## config.mk

```make
export PLATFORM = sky130hd
export DESIGN_NAME = day_night_climate_hysteresis
export DESIGN_NICKNAME = d
export VERILOG_FILES = /design/src/rtl/dnch_pkg.sv /design/src/rtl/day_night_climate_hysteresis.sv
export SDC_FILE = /design/constraint.sdc
export NUM_CORES = 1
export LEC_CHECK = 0
export BUFFER_PORTS_ARGS = -buffer_cell sky130_fd_sc_hd__buf_2
export CAP_MARGIN = 20
export CORE_MARGIN = 10
export CORE_UTILIZATION = 35
export CTS_BUF_LIST = sky130_fd_sc_hd__clkbuf_16
export DETAILED_ROUTE_END_ITERATION = 12
export SETUP_SLACK_MARGIN = 0.05
export SLEW_MARGIN = 20
export SYNTH_ARGS = -nofsm -noshare
export SYNTH_HDL_FRONTEND = slang
export SYNTH_SLANG_ARGS = --single-unit
```

## constraint.sdc

```tcl
create_clock -name clk -period 4.72 [get_ports clk]
set_clock_uncertainty 0.05 [all_clocks]
set_input_delay 0 -clock clk [delete_from_list [all_inputs] [get_ports clk]]
set_output_delay 0 -clock clk [all_outputs]
set_load 0.05 [all_outputs]
```

## src/rtl/dnch_pkg.sv

```systemverilog
// Package with the shared types and constants of the day/night climate controller.
`timescale 1ns / 1ps

package dnch_pkg;

  // Widths of the beat payloads and the configuration port.
  localparam int unsigned InDataW  = 40;
  localparam int unsigned InUserW  = 1;
  localparam int unsigned OutDataW = 8;
  localparam int unsigned CfgIdxW  = 3;
  localparam int unsigned CfgDataW = 11;

  // Half width of the hysteresis band around each setpoint.
  localparam int unsigned Band = 2;

  // Configuration register indexes.
  localparam logic [CfgIdxW-1:0] REG_DAY_TEMP_SP   = 3'd0;
  localparam logic [CfgIdxW-1:0] REG_NIGHT_TEMP_SP = 3'd1;
  localparam logic [CfgIdxW-1:0] REG_DAY_HUMI_SP   = 3'd2;
  localparam logic [CfgIdxW-1:0] REG_NIGHT_HUMI_SP = 3'd3;
  localparam logic [CfgIdxW-1:0] REG_MANUAL_OVR    = 3'd4;
  localparam logic [CfgIdxW-1:0] REG_DAY_BEGIN     = 3'd5;
  localparam logic [CfgIdxW-1:0] REG_DAY_END       = 3'd6;

  // Input action kinds carried in tuser.
  localparam logic ACT_TICK  = 1'b0;
  localparam logic ACT_WRITE = 1'b1;

  // Sensor commands reported on the output.
  typedef enum logic [1:0] {
    CMD_NONE      = 2'd0,
    CMD_TRIG_TEMP = 2'd1,
    CMD_TRIG_HUMI = 2'd2
  } sensor_cmd_t;

  // Four-phase measurement cycle.
  typedef enum logic [3:0] {
    PH_TRIG_TEMP = 4'b0001,
    PH_ACT_TEMP  = 4'b0010,
    PH_TRIG_HUMI = 4'b0100,
    PH_ACT_HUMI  = 4'b1000
  } phase_t;

  // One input beat after unpacking.
  typedef struct packed {
    logic              action;
    logic [5:0]        second_now;
    logic [10:0]       minute_of_day;
    logic signed [7:0] temp_sample;
    logic [6:0]        humi_sample;
    logic              light_set;
    logic              heat_set;
    logic              humi_set;
  } in_item_t;

endpackage

```

## src/rtl/day_night_climate_hysteresis.sv

```systemverilog
// Top level of the day/night climate controller with hysteresis control.
`timescale 1ns / 1ps
// An input beat passes through the input register and then the result register before its result is offered.
// Throughput: one item per cycle; an input register and a result register each
// hold one beat, so input stalls only when both are full and the output is stalled.
// Reset (rst, synchronous, active high) empties both stages, returns the phase to
// temperature trigger, clears last second and all actuators, and loads register defaults.

module day_night_climate_hysteresis (
  input  logic                           clk,
  input  logic                           rst,
  // Input beat: second_now[5:0], minute_of_day[16:6], temp_sample[24:17],
  // humi_sample[31:25], light_set[32], heat_set[33], humi_set[34], zeros[39:35]
  input  logic [dnch_pkg::InDataW-1:0]   s_tdata,
  // Input kind: action[0]
  input  logic [dnch_pkg::InUserW-1:0]   s_tuser,
  input  logic                           s_tvalid,
  output logic                           s_tready,
  // Result beat: sensor_command[1:0], light_on[2], heat_on[3], humidifier_on[4],
  // in_day_window[5], zeros[7:6]
  output logic [dnch_pkg::OutDataW-1:0]  m_tdata,
  output logic                           m_tvalid,
  input  logic                           m_tready,
  // Configuration write port
  input  logic                           cfg_wr_en,
  input  logic [dnch_pkg::CfgIdxW-1:0]   cfg_index,
  input  logic [dnch_pkg::CfgDataW-1:0]  cfg_data
);

  // Configuration registers.
  logic signed [7:0] day_temp_sp;
  logic signed [7:0] night_temp_sp;
  logic [6:0]        day_humi_sp;
  logic [6:0]        night_humi_sp;
  logic              manual_ovr;
  logic [10:0]       day_begin;
  logic [10:0]       day_end;

  // Controller state.
  dnch_pkg::phase_t phase, phase_next;
  logic [5:0]       last_second, last_second_next;
  logic             light_state, light_state_next;
  logic             heat_state, heat_state_next;
  logic             humid_state, humid_state_next;

  // Pipeline registers.
  logic                in_valid;
  dnch_pkg::in_item_t  in_item;
  logic                advance;

  dnch_pkg::sensor_cmd_t cmd;
  logic                  is_day;
  logic signed [7:0]     temp_sp;
  logic [6:0]            humi_sp;
  logic signed [9:0]     temp_ext;
  logic signed [9:0]     temp_sp_ext;
  logic [7:0]            humi_ext;
  logic [7:0]            humi_sp_ext;
  logic                  temp_low, temp_high, humi_low, humi_high;

  // Register writes from the configuration port.
  always_ff @(posedge clk) begin
    if (rst) begin
      day_temp_sp   <= 8'sd15;
      night_temp_sp <= 8'sd15;
      day_humi_sp   <= 7'd10;
      night_humi_sp <= 7'd10;
      manual_ovr    <= 1'b0;
      day_begin     <= '0;
      day_end       <= '0;
    end else if (cfg_wr_en) begin
      unique case (cfg_index)
        dnch_pkg::REG_DAY_TEMP_SP:   day_temp_sp   <= cfg_data[7:0];
        dnch_pkg::REG_NIGHT_TEMP_SP: night_temp_sp <= cfg_data[7:0];
        dnch_pkg::REG_DAY_HUMI_SP:   day_humi_sp   <= cfg_data[6:0];
        dnch_pkg::REG_NIGHT_HUMI_SP: night_humi_sp <= cfg_data[6:0];
        dnch_pkg::REG_MANUAL_OVR:    manual_ovr    <= cfg_data[0];
        dnch_pkg::REG_DAY_BEGIN:     day_begin     <= cfg_data[10:0];
        dnch_pkg::REG_DAY_END:       day_end       <= cfg_data[10:0];
        default: ;
      endcase
    end
  end

  // Handshake: the input stage moves on whenever the result register is free.
  assign advance  = !m_tvalid || m_tready;
  assign s_tready = !in_valid || advance;

  // Input register.
  always_ff @(posedge clk) begin
    if (rst) begin
      in_valid <= 1'b0;
    end else if (s_tready) begin
      in_valid <= s_tvalid;
    end
  end

  always_ff @(posedge clk) begin
    if (s_tvalid && s_tready) begin
      in_item.action        <= s_tuser[0];
      in_item.second_now    <= s_tdata[5:0];
      in_item.minute_of_day <= s_tdata[16:6];
      in_item.temp_sample   <= s_tdata[24:17];
      in_item.humi_sample   <= s_tdata[31:25];
      in_item.light_set     <= s_tdata[32];
      in_item.heat_set      <= s_tdata[33];
      in_item.humi_set      <= s_tdata[34];
    end
  end

  // Day window test, wrapping past midnight when begin lies after end; equal bounds mean no day.
  always_comb begin
    if (day_begin < day_end) begin
      is_day = (in_item.minute_of_day >= day_begin) && (in_item.minute_of_day < day_end);
    end else if (day_begin > day_end) begin
      is_day = (in_item.minute_of_day >= day_begin) || (in_item.minute_of_day < day_end);
    end else begin
      is_day = 1'b0;
    end
  end

  // Band edges, compared in widened arithmetic to avoid wrap.
  assign temp_sp     = is_day ? day_temp_sp : night_temp_sp;
  assign humi_sp     = is_day ? day_humi_sp : night_humi_sp;
  assign temp_ext    = 10'($signed(in_item.temp_sample));
  assign temp_sp_ext = 10'(temp_sp);
  assign humi_ext    = {1'b0, in_item.humi_sample};
  assign humi_sp_ext = {1'b0, humi_sp};
  assign temp_low    = (temp_ext + $signed(10'(dnch_pkg::Band))) < temp_sp_ext;
  assign temp_high   = temp_ext >= (temp_sp_ext + $signed(10'(dnch_pkg::Band)));
  assign humi_low    = (humi_ext + 8'(dnch_pkg::Band)) <= humi_sp_ext;
  assign humi_high   = humi_ext >= (humi_sp_ext + 8'(dnch_pkg::Band));

  // Phase step and actuator update for the item in the input register.
  always_comb begin
    phase_next       = phase;
    last_second_next = last_second;
    light_state_next = light_state;
    heat_state_next  = heat_state;
    humid_state_next = humid_state;
    cmd              = dnch_pkg::CMD_NONE;
    if (in_item.action == dnch_pkg::ACT_WRITE) begin
      light_state_next = in_item.light_set;
      heat_state_next  = in_item.heat_set;
      humid_state_next = in_item.humi_set;
    end else if (in_item.second_now != last_second) begin
      last_second_next = in_item.second_now;
      unique case (phase)
        dnch_pkg::PH_TRIG_TEMP: begin
          cmd        = dnch_pkg::CMD_TRIG_TEMP;
          phase_next = dnch_pkg::PH_ACT_TEMP;
        end
        dnch_pkg::PH_ACT_TEMP: begin
          if (!manual_ovr) begin
            light_state_next = is_day;
            if (temp_low) begin
              heat_state_next = 1'b1;
            end else if (temp_high) begin
              heat_state_next = 1'b0;
            end
          end
          phase_next = dnch_pkg::PH_TRIG_HUMI;
        end
        dnch_pkg::PH_TRIG_HUMI: begin
          cmd        = dnch_pkg::CMD_TRIG_HUMI;
          phase_next = dnch_pkg::PH_ACT_HUMI;
        end
        dnch_pkg::PH_ACT_HUMI: begin
          if (!manual_ovr) begin
            if (humi_low) begin
              humid_state_next = 1'b1;
            end else if (humi_high) begin
              humid_state_next = 1'b0;
            end
          end
          phase_next = dnch_pkg::PH_TRIG_TEMP;
        end
        default: phase_next = dnch_pkg::PH_TRIG_TEMP;
      endcase
    end
  end

  // State and result register, loaded when the input beat moves on.
  always_ff @(posedge clk) begin
    if (rst) begin
      phase       <= dnch_pkg::PH_TRIG_TEMP;
      last_second <= '0;
      light_state <= 1'b0;
      heat_state  <= 1'b0;
      humid_state <= 1'b0;
      m_tvalid    <= 1'b0;
    end else if (advance) begin
      m_tvalid <= in_valid;
      if (in_valid) begin
        phase       <= phase_next;
        last_second <= last_second_next;
        light_state <= light_state_next;
        heat_state  <= heat_state_next;
        humid_state <= humid_state_next;
      end
    end
  end

  always_ff @(posedge clk) begin
    if (advance && in_valid) begin
      m_tdata <= {2'b00, is_day, humid_state_next, heat_state_next, light_state_next, cmd};
    end
  end

endmodule

```

### After elaboration in Yosys (flattened, before gate mapping)

Index checks and enable logic that the tools add are counted.

| operators by class | value |
|---|---|
| add/sub/neg operators | 4 |
| order comparisons | 8 |
| eq/ne operators | 11 |
| multiplexer cells | 22 |
| bitwise logic cells | 2 |
| reduce and logical (&&, ||, !) cells | 19 |

Operator list:

| operator | count |
|---|---|
| $lt 11x11->1 | 2 |
| $add 8x3->9 const B | 2 |
| $mux 1 | 18 |
| $add 7x2->8 const B | 2 |
| $reduce_and 2->1 | 8 |
| $pmux 4 s3 | 1 |
| $ge 11x11->1 | 1 |
| $gt 11x11->1 | 1 |
| $eq 3x3->1 const B | 3 |
| $ge 8x9->1 | 1 |
| $lt 9x8->1 | 1 |
| $ge 7x8->1 | 1 |
| $le 8x7->1 | 1 |
| $mux 8 | 1 |
| $mux 7 | 1 |
| $eq 3x2->1 const B | 2 |
| $ne 6x6->1 | 1 |
| $eq 4x1->1 const B | 1 |
| $eq 4x2->1 const B | 1 |
| $eq 4x3->1 const B | 1 |
| $eq 4x4->1 const B | 1 |
| $pmux 2 s2 | 1 |
| $reduce_and 4->1 | 1 |
| $eq 3x1->1 const B | 1 |
| 6 further kinds | 12 |

| word-level totals | value |
|---|---|
| register bits after elaboration | 110 |
| output and inout bits | 10 |

### Depth between registers and ports, before layout

Gate-level depths: netlist of run 1.

| depth | value |
|---|---|
| depth in word-level cells | 13 |
| gate-level depth with buffers | 23 |

### Least setup slack after synthesis of run 1

No wires, ideal clock.

| path | value |
|---|---|
| path kind | register to register |
| start point | register in_item[20] in the netlist's numbering |
| end point | register humid_state |
| arrival time | 4.369 ns |
| data required time | 4.596 ns |
| setup slack | 0.227 ns |
| cell stages (with the launch flop) | 23 |
| clock period less this slack | 4.493 ns |
| cell sequence | edfxtp_1 -> ha_1 -> a21o_1 -> a31oi_1 -> o21ai_1 -> a2111oi_4 -> o22ai_4 -> nor2_4 -> buf_8 -> mux2_2 -> ha_1 -> and3_1 -> o21ai_0 -> o31ai_1 -> xor2_1 -> ha_1 -> a21o_1 -> a221oi_1 -> o21ai_0 -> nand2_1 -> a221oi_1 -> nand2b_1 -> a31oi_1 |

| between the ends | value |
|---|---|
| longest elaborated chain between the ends | 13 |

RTL lines:

| what | RTL line | source |
|---|---|---|
| from (decl) | day_night_climate_hysteresis.sv:48 | `dnch_pkg::in_item_t in_item;` |
| $ge 11x11->1 or $lt 11x11->1 (tied branches) | day_night_climate_hysteresis.sv:114, day_night_climate_hysteresis.sv:116 |  |
| $logic_or 1x1->1 | day_night_climate_hysteresis.sv:116 | `is_day = (in_item.minute_of_day >= day_begin) \|\| (in_item.minute_of_day < day_end);` |
| $mux 1 | day_night_climate_hysteresis.sv:115 | `end else if (day_begin > day_end) begin` |
| $mux 1 * | day_night_climate_hysteresis.sv:113 | `if (day_begin < day_end) begin` |
| $mux 7 * | day_night_climate_hysteresis.sv:124 | `assign humi_sp = is_day ? day_humi_sp : night_humi_sp;` |
| $add 7x2->8 | day_night_climate_hysteresis.sv:132 | `assign humi_high = humi_ext >= (humi_sp_ext + 8'(dnch_pkg::Band));` |
| $ge 7x8->1 | day_night_climate_hysteresis.sv:132 |  |
| $mux 1 | day_night_climate_hysteresis.sv:172 | `end else if (humi_high) begin` |
| $mux 1 * | day_night_climate_hysteresis.sv:170 | `if (humi_low) begin` |
| $mux 1 * | day_night_climate_hysteresis.sv:169 | `if (!manual_ovr) begin` |
| $mux 1 * | day_night_climate_hysteresis.sv:148 | `unique case (phase)` |
| $mux 1 * | day_night_climate_hysteresis.sv:146 | `end else if (in_item.second_now != last_second) begin` |
| $mux 1 * | day_night_climate_hysteresis.sv:142 | `if (in_item.action == dnch_pkg::ACT_WRITE) begin` |
| to (signal assigned) | day_night_climate_hysteresis.sv:199 | `humid_state <= humid_state_next;` |
| to (decl) | day_night_climate_hysteresis.sv:44 | `logic humid_state, humid_state_next;` |

Mark *: on every way between the ends. The rest lies on a longest branch, timed or not.
A chain may end at the register's enable or synchronous reset.

### Final worst setup path of run 1

| path | value |
|---|---|
| start point | register in_item[20] in the netlist's numbering |
| end point | register heat_state |

| between the ends | value |
|---|---|
| longest elaborated chain between the ends | 13 |

RTL lines:

| what | RTL line | source |
|---|---|---|
| $ge 11x11->1 or $lt 11x11->1 (tied branches) | day_night_climate_hysteresis.sv:114, day_night_climate_hysteresis.sv:116 |  |
| $logic_or 1x1->1 | day_night_climate_hysteresis.sv:116 |  |
| $mux 1 | day_night_climate_hysteresis.sv:115 |  |
| $mux 1 * | day_night_climate_hysteresis.sv:113 |  |
| $mux 8 * | day_night_climate_hysteresis.sv:123 | `assign temp_sp = is_day ? day_temp_sp : night_temp_sp;` |
| $add 8x3->9 | day_night_climate_hysteresis.sv:130 | `assign temp_high = temp_ext >= (temp_sp_ext + $signed(10'(dnch_pkg::Band)));` |
| $ge 8x9->1 | day_night_climate_hysteresis.sv:130 |  |
| $mux 1 | day_night_climate_hysteresis.sv:158 | `end else if (temp_high) begin` |
| $mux 1 * | day_night_climate_hysteresis.sv:156 | `if (temp_low) begin` |
| $mux 1 * | day_night_climate_hysteresis.sv:154 | `if (!manual_ovr) begin` |
| $mux 1 * | day_night_climate_hysteresis.sv:148 |  |
| $mux 1 * | day_night_climate_hysteresis.sv:146 |  |
| $mux 1 * | day_night_climate_hysteresis.sv:142 |  |
| to (signal assigned) | day_night_climate_hysteresis.sv:198 | `heat_state <= heat_state_next;` |
| to (decl) | day_night_climate_hysteresis.sv:43 | `logic heat_state, heat_state_next;` |

Marked as above.

==> results of run 1 <==
==> metal layers <==
layer  up-vias  part of all wire [%]  track usage (%)
met5         -                     0                0
met4         0                   1.5             3.72
met3        16                   3.5             2.95
met2        76                    48             21.1
met1      2242                    47             15.5
li1       2536                     -                -
==> timing repair <==
action	in CTS	in global routing
setup buffers	0	4
endpoints found under the setup margin	0	4
gates resized for setup	0	13
hold buffers	50	0
endpoints found under the hold margin	89	0
==> how the worst max path moves through the flow <==
stage | from | endpoint | slack [ns] | cells after the start
6_report | in_item[20]$_DFFE_PP_ | heat_state$_SDFFE_PP0P_ | 0.31 | 20
4_1_cts | in_item[20]$_DFFE_PP_ | m_tdata[4]$_DFFE_PP_ | 0.12 | 20
2_1_floorplan | in_item[20]$_DFFE_PP_ | humid_state$_SDFFE_PP0P_ | 0.23 | 22
3_3_place_gp | in_item[20]$_DFFE_PP_ | m_tdata[4]$_DFFE_PP_ | 0.21 | 20
3_5_place_dp | in_item[20]$_DFFE_PP_ | m_tdata[4]$_DFFE_PP_ | 0.12 | 20
5_1_grt | in_item[20]$_DFFE_PP_ | heat_state$_SDFFE_PP0P_ | 0.03 | 20
==> registers in the layout, indices dropped and copies added, names as in the netlist <==
| signal | flops |
|---|---|
| day_begin | 11 |
| day_end | 11 |
| day_humi_sp | 7 |
| day_temp_sp | 8 |
| heat_state | 1 |
| humi_ext | 7 |
| humid_state | 1 |
| in_item | 29 |
| in_valid | 1 |
| last_second | 6 |
| light_state | 1 |
| m_tdata | 6 |
| m_tvalid | 1 |
| manual_ovr | 1 |
| night_humi_sp | 7 |
| night_temp_sp | 8 |
| phase | 4 |
==> cells by family after synthesis <==
group	count (synthesis)	synth area share, %
xor+xnor	27	3.81
flops	110	42.3
fa+ha+maj	65	13.1
mux	35	6.09
compound gates	120	12.8
buf+inv	57	3.87
other cells	1	0.0604
simple gates	240	18.0
==> power groups by stage <==
stage	logic, mW	registers [mW]	clock network (mW)
6_report	0.432	1.06	0.721
5_1_grt	0.482	1.06	0.782
4_1_cts	0.422	1.06	0.748
3_5_place_dp	0.388	1.08	0
3_3_place_gp	0.384	1.08	0
2_1_floorplan	0.267	1.08	0
==> through the flow <==
stage	hold slack, ns	util (%)	instance area, µm²	std cells
2_1_floorplan	0.0489	-	6210	656
3_3_place_gp	0.127	39.0	6770	933
3_5_place_dp	0.128	39.0	6770	933
4_1_cts	0.0227	43.5	7550	999
5_1_grt	0.0814	44.0	7640	1003
6_report	0.0274	44.0	7640	1003
==> worst max-delay path: stages (launching register included) <==
cell and delay [ns]:
edfxtp_1 0.44, ha_4 0.24, a21o_1 0.18, a31oi_2 0.15, o21ai_2 0.10, a2111oi_4 0.34
buf_4 0.20, a21oi_4 0.07, nor2_4 0.19, buf_6 0.16, mux2_2 0.36, ha_1 0.22
xor2_1 0.17, ha_1 0.18, and2_1 0.12, o21ai_0 0.13, o21ai_0 0.12, o31a_1 0.27
o41ai_2 0.22, nor4_1 0.11, o41ai_1 0.28
==> Yosys cell counts, types with 13 or more instances <==
| master | n |
|---|---|
| mux2i_1 | 23 |
| nor2_1 | 47 |
| nand3_1 | 24 |
| xnor2_1 | 16 |
| nand2_1 | 98 |
| o21ai_0 | 13 |
| nor2b_1 | 15 |
| a21oi_1 | 55 |
| dfxtp_1 | 68 |
| ha_1 | 65 |
| inv_1 | 38 |
| clkbuf_1 | 14 |
| edfxtp_1 | 42 |
==> final cells by class <==
cell class / count / area share, %
Multi-Input combinational cell: 489 / 44.6
Sequential cell: 110 / 34.3
Timing Repair Buffer: 125 / 11.9
Tap cell: 225 / 3.68
Clock buffer: 9 / 2.95
Inverter: 38 / 1.87
Clock inverter: 7 / 0.655
==> flow_metrics.tcl, run 1 <==
set metrics [dict create \
    antenna_found_initial 0 \
    p_leak_nw 3.03 \
    holdPathEnd "manual_ovr$_SDFFE_PP0P_" \
    outcome "finished clean" \
    drt-total-wl_um 14700 \
    final_hold_viol_count 0 \
    clockBufferDepth 2 \
    multi_input_area_mm2 0.00341 \
    die_area_mm2 0.0235 \
    nFillCells 1687 \
    area_growth_pct 23.1 \
    yosysSeqAreaShare_pct 42.3 \
    seq_area_mm2 0.00262 \
    switching_share_pct 28.4 \
    fp-row-count 48 \
    core_mm2 0.0174 \
    clk_latency_ns 0.36 \
    ff2ff_path_depth 20 \
    clockPowerShare_pct 32.6 \
    slew_headroom_pct 40.0 \
    grt_max_degree 70 \
    final_common_cell "nand2_1" \
    synth-seq-cells 110 \
    post-route-min-period_ns 4.41 \
    layout-drive-gt1-share_pct 15.2 \
    cts.reportedPaths.clkPinSlew_ns 0.08 \
    setup_tns_ns 0 \
    required_ns 4.93 \
    crit_fanout 6 \
    synthCells 655 \
    p_int_mw 1.58 \
    worst_pin_slew_ns 0.899 \
    async_flop_share_pct 0 \
    rrSetupSlack_ns 0.31 \
    cp-end-kind "flop" \
    power_density_mw_per_mm2 289 \
    fin_total_pwr_mw 2.21 \
    timing.fmax_mhz 227 \
    fin_crit_sh_pct 93.5 \
    r2r-start "in_item[20]$_DFFE_PP_" \
    hp-class "in -> reg" \
    drv_cap 0 \
    track_usage_pct 12.5 \
    wl_per_cell_um 14.6 \
    antenna_cells 0 \
    portBuffers 62 \
    start_util_pct 35.7 \
    dr.pass1.iters 5 \
    pwr-share-comb_pct 19.5 \
    syn-cell-area_mm2 0.00620 \
    final_max_slew_viol_count 0 \
    crit_type "reg -> reg" \
    h-tree-depth 3 \
    grt_pass1_wl_um 24400 \
    cts_tree "yes" \
    nets 898 \
    finalSetupViolations 0 \
    yosys-top-cells-area "dfxtp_1 (22%), edfxtp_1 (20%), ha_1 (13%), nand2_1 (5.9%), a21oi_1 (4.4%)" \
    root_buffer "clkbuf_16" \
    yosys_most_used_dff "dfxtp_1" \
    cp_data_arrival_time_ns 4.62 \
    die_x_um 153 \
    vias 4870 \
    synth_top_area_cell "dfxtp_1" \
    grt_overflow 0 \
    critPathLaunchType "flop" \
    preCtsSetupSlack_ns 0.117 \
    dp.final_hpwl_um 10700 \
    hp-start "cfg_index[0]" \
    yosysWarnings 0 \
    drc 0 \
    io_pins 70 \
    ir_drop_mv 0.202 \
    synth_cell_types 55 \
    die_height_um 153 \
    final_cell_mix "nand2_1 (98), dfxtp_1 (68), ha_1 (63)" \
    reg2reg_to "heat_state$_SDFFE_PP0P_" \
    cts_sinks 110 \
    rsz0062_at_grt "false" \
    place.gp.congestion 0.787 \
    seq_power_share_pct 47.8 \
    synth_edf_count 42 \
    viasPerCell 4.86 \
    synth_top_area_share_pct 21.9 \
    cts_buffers 9 \
    ant_nets 0 \
    fin_ws_ns 0.309 \
    drtIter0Drc 279 \
    grt_pass1_vias 4855 \
    hold_depth 4 \
    avgSynthCellArea_um2 9.47 \
    switchingPower_mw 0.628 \
]
(Power assumes the default switching activity.)
==> run 2, diff against run 1 <==
--- a/config.mk
+++ b/config.mk
@@ -5,12 +5,16 @@
 export SDC_FILE = /design/constraint.sdc
 export NUM_CORES = 1
 export LEC_CHECK = 0
+export ABC_AREA = 1
 export BUFFER_PORTS_ARGS = -buffer_cell sky130_fd_sc_hd__buf_2
 export CAP_MARGIN = 20
+export CELL_PAD_IN_SITES_DETAIL_PLACEMENT = 1
+export CELL_PAD_IN_SITES_GLOBAL_PLACEMENT = 1
 export CORE_MARGIN = 10
 export CORE_UTILIZATION = 35
 export CTS_BUF_LIST = sky130_fd_sc_hd__clkbuf_16
 export DETAILED_ROUTE_END_ITERATION = 12
+export PLACE_DENSITY_LB_ADDON = 0.1
 export SETUP_SLACK_MARGIN = 0.05
 export SLEW_MARGIN = 20
 export SYNTH_ARGS = -nofsm -noshare
==> constraint.sdc (replaced) <==
create_clock -name clk -period 4.72 [get_ports clk]
set_clock_uncertainty 0.05 [all_clocks]
set_input_delay 0 -clock clk [delete_from_list [all_inputs] [get_ports clk]]
set_output_delay 0 -clock clk [all_outputs]
set_load 0.02 [all_outputs]
==> run 2 against run 1 <==
Net effect: total power grew 16%; count of clock-buffer cells in the layout is the same; die area shrank 0.46%; worst hold slack gained 0.094 ns; clock power grew 15%; sequential cell count is the same; utilization shrank 0.54 points; critical path depth grew 5; setup slack gained 0.29 ns; via count grew 7.3%; largest cell class unchanged.
==> flow_metrics.tcl, run 2 <==
set metrics [dict create \
    outcome "finished clean" \
    antenna_found_initial 0 \
    root_buffer "clkbuf_16" \
    regMostFlops "in_item" \
    synth-seq-cells 110 \
    h-tree-depth 3 \
    largest_reg_flops 29 \
    yosys.cell_count.top_type "nand2_1" \
    ir_drop_mv 0.163 \
    hp-start "cfg_index[0]" \
    yosys-top-cells-area "dfxtp_1 (22%), edfxtp_1 (20%), ha_1 (13%), nand2_1 (7.7%), inv_1 (7.3%)" \
    clockPowerShare_pct 32.3 \
    drtIter0Drc 178 \
    wl_per_cell_um 14.5 \
    final_cell_mix "nand2_1 (126), inv_1 (119), nor2_1 (75)" \
    setup_tns_ns 0 \
    holdPathEnd "day_end[0]$_SDFFE_PP0P_" \
    cts_tree "yes" \
    p_leak_nw 3.39 \
    drv_cap 0 \
    required_ns 4.79 \
    synthCells 754 \
    cts.reportedPaths.clkPinSlew_ns 0.08 \
    die_x_um 153 \
    finalSetupViolations 0 \
    synth_top_area_share_pct 22.1 \
    track_usage_pct 13.7 \
    switchingPower_mw 0.824 \
    cts_buffers 9 \
    reg2reg_to "m_tdata[3]$_DFFE_PP_" \
    r2r-start "in_item[20]$_DFFE_PP_" \
    yosys_most_used_dff "dfxtp_1" \
    cts_sinks 110 \
    drt-total-wl_um 15900 \
    nFillCells 2093 \
    grt_pass1_vias 5678 \
    viasPerCell 4.77 \
    io_pins 70 \
    clockBufferDepth 2 \
    fp-row-count 48 \
    slew_headroom_pct 36.6 \
    switching_share_pct 32.2 \
    cp-end-kind "flop" \
    crit_type "reg -> reg" \
    final_hold_viol_count 0 \
    fin_crit_sh_pct 87.4 \
    rsz0062_at_grt "false" \
    final_util_pct 43.5 \
    yosysWarnings 0 \
    grt_pass1_wl_um 26900 \
    core_mm2 0.0173 \
    synth_cell_types 44 \
    synth_top_area_cell "dfxtp_1" \
    seq_power_share_pct 41.4 \
    crit_fanout 21 \
    timing.fmax_mhz 242 \
    critPathLaunchType "flop" \
    ff2ff_path_depth 25 \
    power_density_mw_per_mm2 340 \
    die_height_um 153 \
    ant_nets 0 \
    cp_data_arrival_time_ns 4.19 \
    final_max_slew_viol_count 0 \
    hold_depth 6 \
    synth_edf_count 42 \
    vias 5225 \
    grt_overflow 0 \
    hp-class "in -> reg" \
    top_regs "in_item: 29 flops, day_begin: 11 flops, day_end: 11 flops" \
    drc 0 \
    grt_max_degree 63 \
    syn-cell-area_mm2 0.00617 \
    clk_latency_ns 0.36 \
    pwr-share-comb_pct 26.3 \
    fin_total_pwr_mw 2.56 \
    post-route-min-period_ns 4.12 \
    yosysSeqAreaShare_pct 42.5 \
    dr.pass1.iters 4 \
    dp.final_hpwl_um 12000 \
    nets 990 \
    area_growth_pct 21.9 \
    avgSynthCellArea_um2 8.19 \
    rrSetupSlack_ns 0.60 \
    die_area_mm2 0.0233 \
    final_common_cell "nand2_1" \
    place.gp.congestion 0.762 \
    async_flop_share_pct 0 \
    p_int_mw 1.74 \
    layout-drive-gt1-share_pct 13.9 \
    start_util_pct 35.7 \
    antenna_cells 0 \
    portBuffers 62 \
    synth_common_cells "nand2_1 (126), inv_1 (120), nor2_1 (75)" \
    worst_pin_slew_ns 0.949 \
]
## run 2: changes by cell type in the layout (fill, tap and decap cells not counted), sizes merged, moves of 15 or more
cell,delta
nor2b,-15
o21ai,+52
inv,+91
nor2,+33
mux2i,-28
nand2,+36
## run 2: layout make-up
cell class,instances,area (µm²),area share [%]
Inverter,128,482,6.40
Clock inverter,7,97.6,1.30
Sequential cell,110,2620,34.9
Multi-Input combinational cell,500,2970,39.5
Clock buffer,9,225,2.99
Timing Repair Buffer,116,843,11.2
Tap cell,225,282,3.74
## run 2: per-layer routing
metal | track usage, % | wire length, µm | vias up
li1 | - | - | 2676
met1 | 15.8 | 7250 | 2485
met2 | 25.1 | 8030 | 54
met3 | 3.19 | 443 | 10
met4 | 3.22 | 147 | 0
met5 | 0 | 0 | -
## run 2: worst max-delay path by stage
stage | startpoint | to | slack (ns)
after floorplan | in_item[28]$_DFFE_PP_ | m_tdata[4]$_DFFE_PP_ | 1.27
after global placement | in_item[24]$_DFFE_PP_ | m_tdata[4]$_DFFE_PP_ | 0.69
after detailed placement | in_item[20]$_DFFE_PP_ | m_tdata[4]$_DFFE_PP_ | 0.54
after CTS | in_item[20]$_DFFE_PP_ | m_tdata[4]$_DFFE_PP_ | 0.54
after global routing | in_item[24]$_DFFE_PP_ | m_tdata[4]$_DFFE_PP_ | 0.12
final | in_item[20]$_DFFE_PP_ | m_tdata[3]$_DFFE_PP_ | 0.60
## run 2: power groups by stage
stage	sequential, mW	combinational (mW)	clock [mW]
after floorplan	1.08	0.492	0
after global placement	1.08	0.612	0
final	1.06	0.674	0.827
after global routing	1.07	0.784	0.894
after CTS	1.06	0.690	0.859
after detailed placement	1.08	0.652	0
## run 2: worst max-delay path, cell delays in order, from the launching register on
cell	delay, ns
edfxtp_1	0.42
ha_1	0.35
nand2_1	0.07
nor2_1	0.15
nand2_1	0.08
nor2_1	0.10
nor2_1	0.07
nand2_1	0.08
nand3_2	0.08
nand2_2	0.39
buf_4	0.29
mux2_2	0.38
ha_1	0.20
nor2_1	0.15
o21ai_0	0.10
nand2_1	0.07
a21oi_1	0.08
or2_2	0.28
nand2_1	0.08
nand2_1	0.08
nand2_1	0.07
nand2_1	0.05
nand3_1	0.06
nand2_1	0.05
nand2_1	0.07
inv_1	0.04
## run 2: timing repair
action	in CTS	in global routing
buffers inserted	0	0
hold buffers	51	0
setup endpoints to repair	0	0
gates resized for setup	0	0
hold endpoints to repair	75	0
## run 2: cell families (layout without fill, tap and decap cells)
family                     Yosys count  after routing  share of synthesized area [%]
and+or+nand+nor                    272            272                           19.3
buffers and inverters              145            260                           9.47
AOI/OAI and AO/OA                  142            142                           12.7
DFF                                110            110                           42.5
adders and majority gates           65             65                           13.2
xor gates and xnor gates            17             17                           2.41
muxes                                2              2                          0.365
other                                1              2                         0.0608
## run 2: through the flow
| stage | cell area (µm²) | cells | setup WS, ns | hold WS [ns] |
|---|---|---|---|---|
| finish | 7520 | 1095 | 0.596 | 0.122 |
| global route | 7520 | 1095 | 0.121 | 0.138 |
| CTS | 7510 | 1094 | 0.542 | 0.108 |
| detailed placement | 6680 | 1027 | 0.541 | 0.129 |
| global placement | 6680 | 1027 | 0.694 | 0.126 |
| floorplan | 6180 | 755 | 1.27 | 0.0191 |
==> run 3, diff against run 2 <==
--- a/config.mk
+++ b/config.mk
@@ -15,6 +15,7 @@
 export CTS_BUF_LIST = sky130_fd_sc_hd__clkbuf_16
 export DETAILED_ROUTE_END_ITERATION = 12
 export PLACE_DENSITY_LB_ADDON = 0.1
+export REMOVE_ABC_BUFFERS = 1
 export SETUP_SLACK_MARGIN = 0.05
 export SLEW_MARGIN = 20
 export SYNTH_ARGS = -nofsm -noshare
==> run 3 against run 2 <==
Net effect: die area unchanged; largest cell class unchanged; combinational power is essentially flat; critical endpoint is now m_tdata[4]$_DFFE_PP_; fmax is 1.3% higher; non-clock buffer count is 3 higher; global-route usage rose by 0.22 points; via count decreased by 0.73%; critical path depth did not move; design area hardly changed; final cell count up 0.27%.
==> flow_metrics.tcl, run 3 (synthesis gave the netlist of run 2 again) <==
set metrics [dict create \
    clockBufferDepth 2 \
    cp_slowest_cell "o21ai_1" \
    critPathLaunchType "flop" \
    outcome "finished clean" \
    place.gp.congestion 0.821 \
    ctsResizeCount 0 \
    slowest_delay_ns 0.49 \
    cts_buffers 9 \
    final_max_slew_viol_count 0 \
    grt_pass1_vias 5851 \
    hold_depth 5 \
    cts.reportedPaths.clkPinSlew_ns 0.08 \
    start_util_pct 35.7 \
    vias 5187 \
    dp.final_hpwl_um 12100 \
    drt-total-wl_um 16100 \
    core_mm2 0.0173 \
    setup_tns_ns 0 \
    track_usage_pct 14.0 \
    path_common_cell "nand2_1" \
    clk_latency_ns 0.36 \
    dp_cells 1029 \
    layout-drive-gt1-share_pct 13.9 \
    cp-end-kind "flop" \
    die_x_um 153 \
    required_ns 4.79 \
    cts_sinks 110 \
    dr.pass1.iters 4 \
    portBuffers 62 \
    crit_type "reg -> reg" \
    io_pins 70 \
    worst_pin_slew_ns 0.965 \
    cts_tree "yes" \
    drtIter0Drc 145 \
    h-tree-depth 3 \
    final_common_cell "nand2_1" \
    fin_cells 1098 \
    grt_overflow 0 \
    area_growth_pct 21.8 \
    ant_nets 0 \
    ir_drop_mv 0.186 \
    nets 993 \
    timing.fmax_mhz 246 \
    viasPerCell 4.72 \
    slew_headroom_pct 35.6 \
    root_buffer "clkbuf_16" \
    reg2reg_to "m_tdata[4]$_DFFE_PP_" \
    wl_per_cell_um 14.6 \
    drc 0 \
    fp-row-count 48 \
    r2r-start "in_item[24]$_DFFE_PP_" \
    post-route-min-period_ns 4.07 \
    die_area_mm2 0.0233 \
    regMostFlops "in_item" \
    cp_data_arrival_time_ns 4.14 \
    hp-start "cfg_index[0]" \
    final_hold_viol_count 0 \
    drv_cap 0 \
    power_density_mw_per_mm2 332 \
    ff2ff_path_depth 25 \
    die_height_um 153 \
    grt_pass1_wl_um 27200 \
    rrSetupSlack_ns 0.65 \
    antenna_cells 0 \
    finalSetupViolations 0 \
    final_cell_mix "nand2_1 (126), inv_1 (119), nor2_1 (75)" \
    fin_crit_sh_pct 86.3 \
    largest_reg_flops 29 \
    rsz0062_at_grt "false" \
    top_regs "in_item: 29 flops, day_begin: 11 flops, day_end: 11 flops" \
    antenna_found_initial 0 \
    holdPathEnd "manual_ovr$_SDFFE_PP0P_" \
    crit_fanout 14 \
    grt_max_degree 63 \
    hp-class "in -> reg" \
    p_leak_nw 3.39 \
]
[run 3: changes by cell type in the layout (fill, tap and decap cells not counted), sizes merged]
cell / change
dlygate4sd3: +2
buf: +1
clkinv: +1
bufinv: -1
[run 3: power breakdown]
group | switching [mW] | total [mW] | internal [mW]
registers | 0.0253 | 1.06 | 1.03
logic | 0.401 | 0.676 | 0.276
clock network | 0.386 | 0.758 | 0.372
[run 3: worst max-delay path by stage]
stage                                    startpoint                    to  slack (ns)
after floorplan               in_item[28]$_DFFE_PP_  m_tdata[4]$_DFFE_PP_        1.16
after global placement        in_item[24]$_DFFE_PP_  m_tdata[4]$_DFFE_PP_        0.77
after detailed placement      in_item[24]$_DFFE_PP_  m_tdata[4]$_DFFE_PP_        0.64
after CTS                     in_item[24]$_DFFE_PP_  m_tdata[4]$_DFFE_PP_        0.56
after global routing      day_begin[6]$_SDFFE_PP0P_  m_tdata[4]$_DFFE_PP_        0.20
final                         in_item[24]$_DFFE_PP_  m_tdata[4]$_DFFE_PP_        0.65
[run 3: repair_timing]
action                                 CTS  global route
buffers inserted                         0             0
setup endpoints to repair                0             0
endpoints found under the hold margin   82             0
hold buffers                            53             0
[run 3: through the flow]
step                      power (mW)  setup WS (ns)  util, %  instance area (µm²)  hold WS [ns]
after global placement          1.70          0.766     38.7                 6700         0.127
after CTS                       2.55          0.562     43.4                 7510        0.0620
final                           2.49          0.648     43.4                 7510        0.0866
after global routing            2.68          0.202     43.4                 7510         0.150
after detailed placement        1.73          0.643     38.7                 6700         0.128
after floorplan                 1.54           1.16        -                 6070        0.0191
[run 3: cell type report]
cell class	count	area [µm²]
inverter	128	482
clock buffer	9	225
fill	2092	9780
sequential	110	2620
multi-input combinational	500	2970
timing repair buffer	119	871
clock inverter	7	63.8
tap	225	282
[run 3: layer usage]
layer	share of wire, %	track usage, %
met3	2.6	2.99
met4	1.5	4.09
met1	44	15.7
met2	52	25.7
met5	0	0
[run 3: critical path, delay by kind of cell, from the launching register on]
family | cells | cell delay, ns
adder cells (fa/ha/maj) | 3 | 0.92
AND/OR/NAND/NOR | 15 | 1.43
AO/OA/AOI/OAI | 3 | 0.73
flip-flops | 1 | 0.41
buffers and inverters | 3 | 0.14
XOR/XNOR | 1 | 0.15
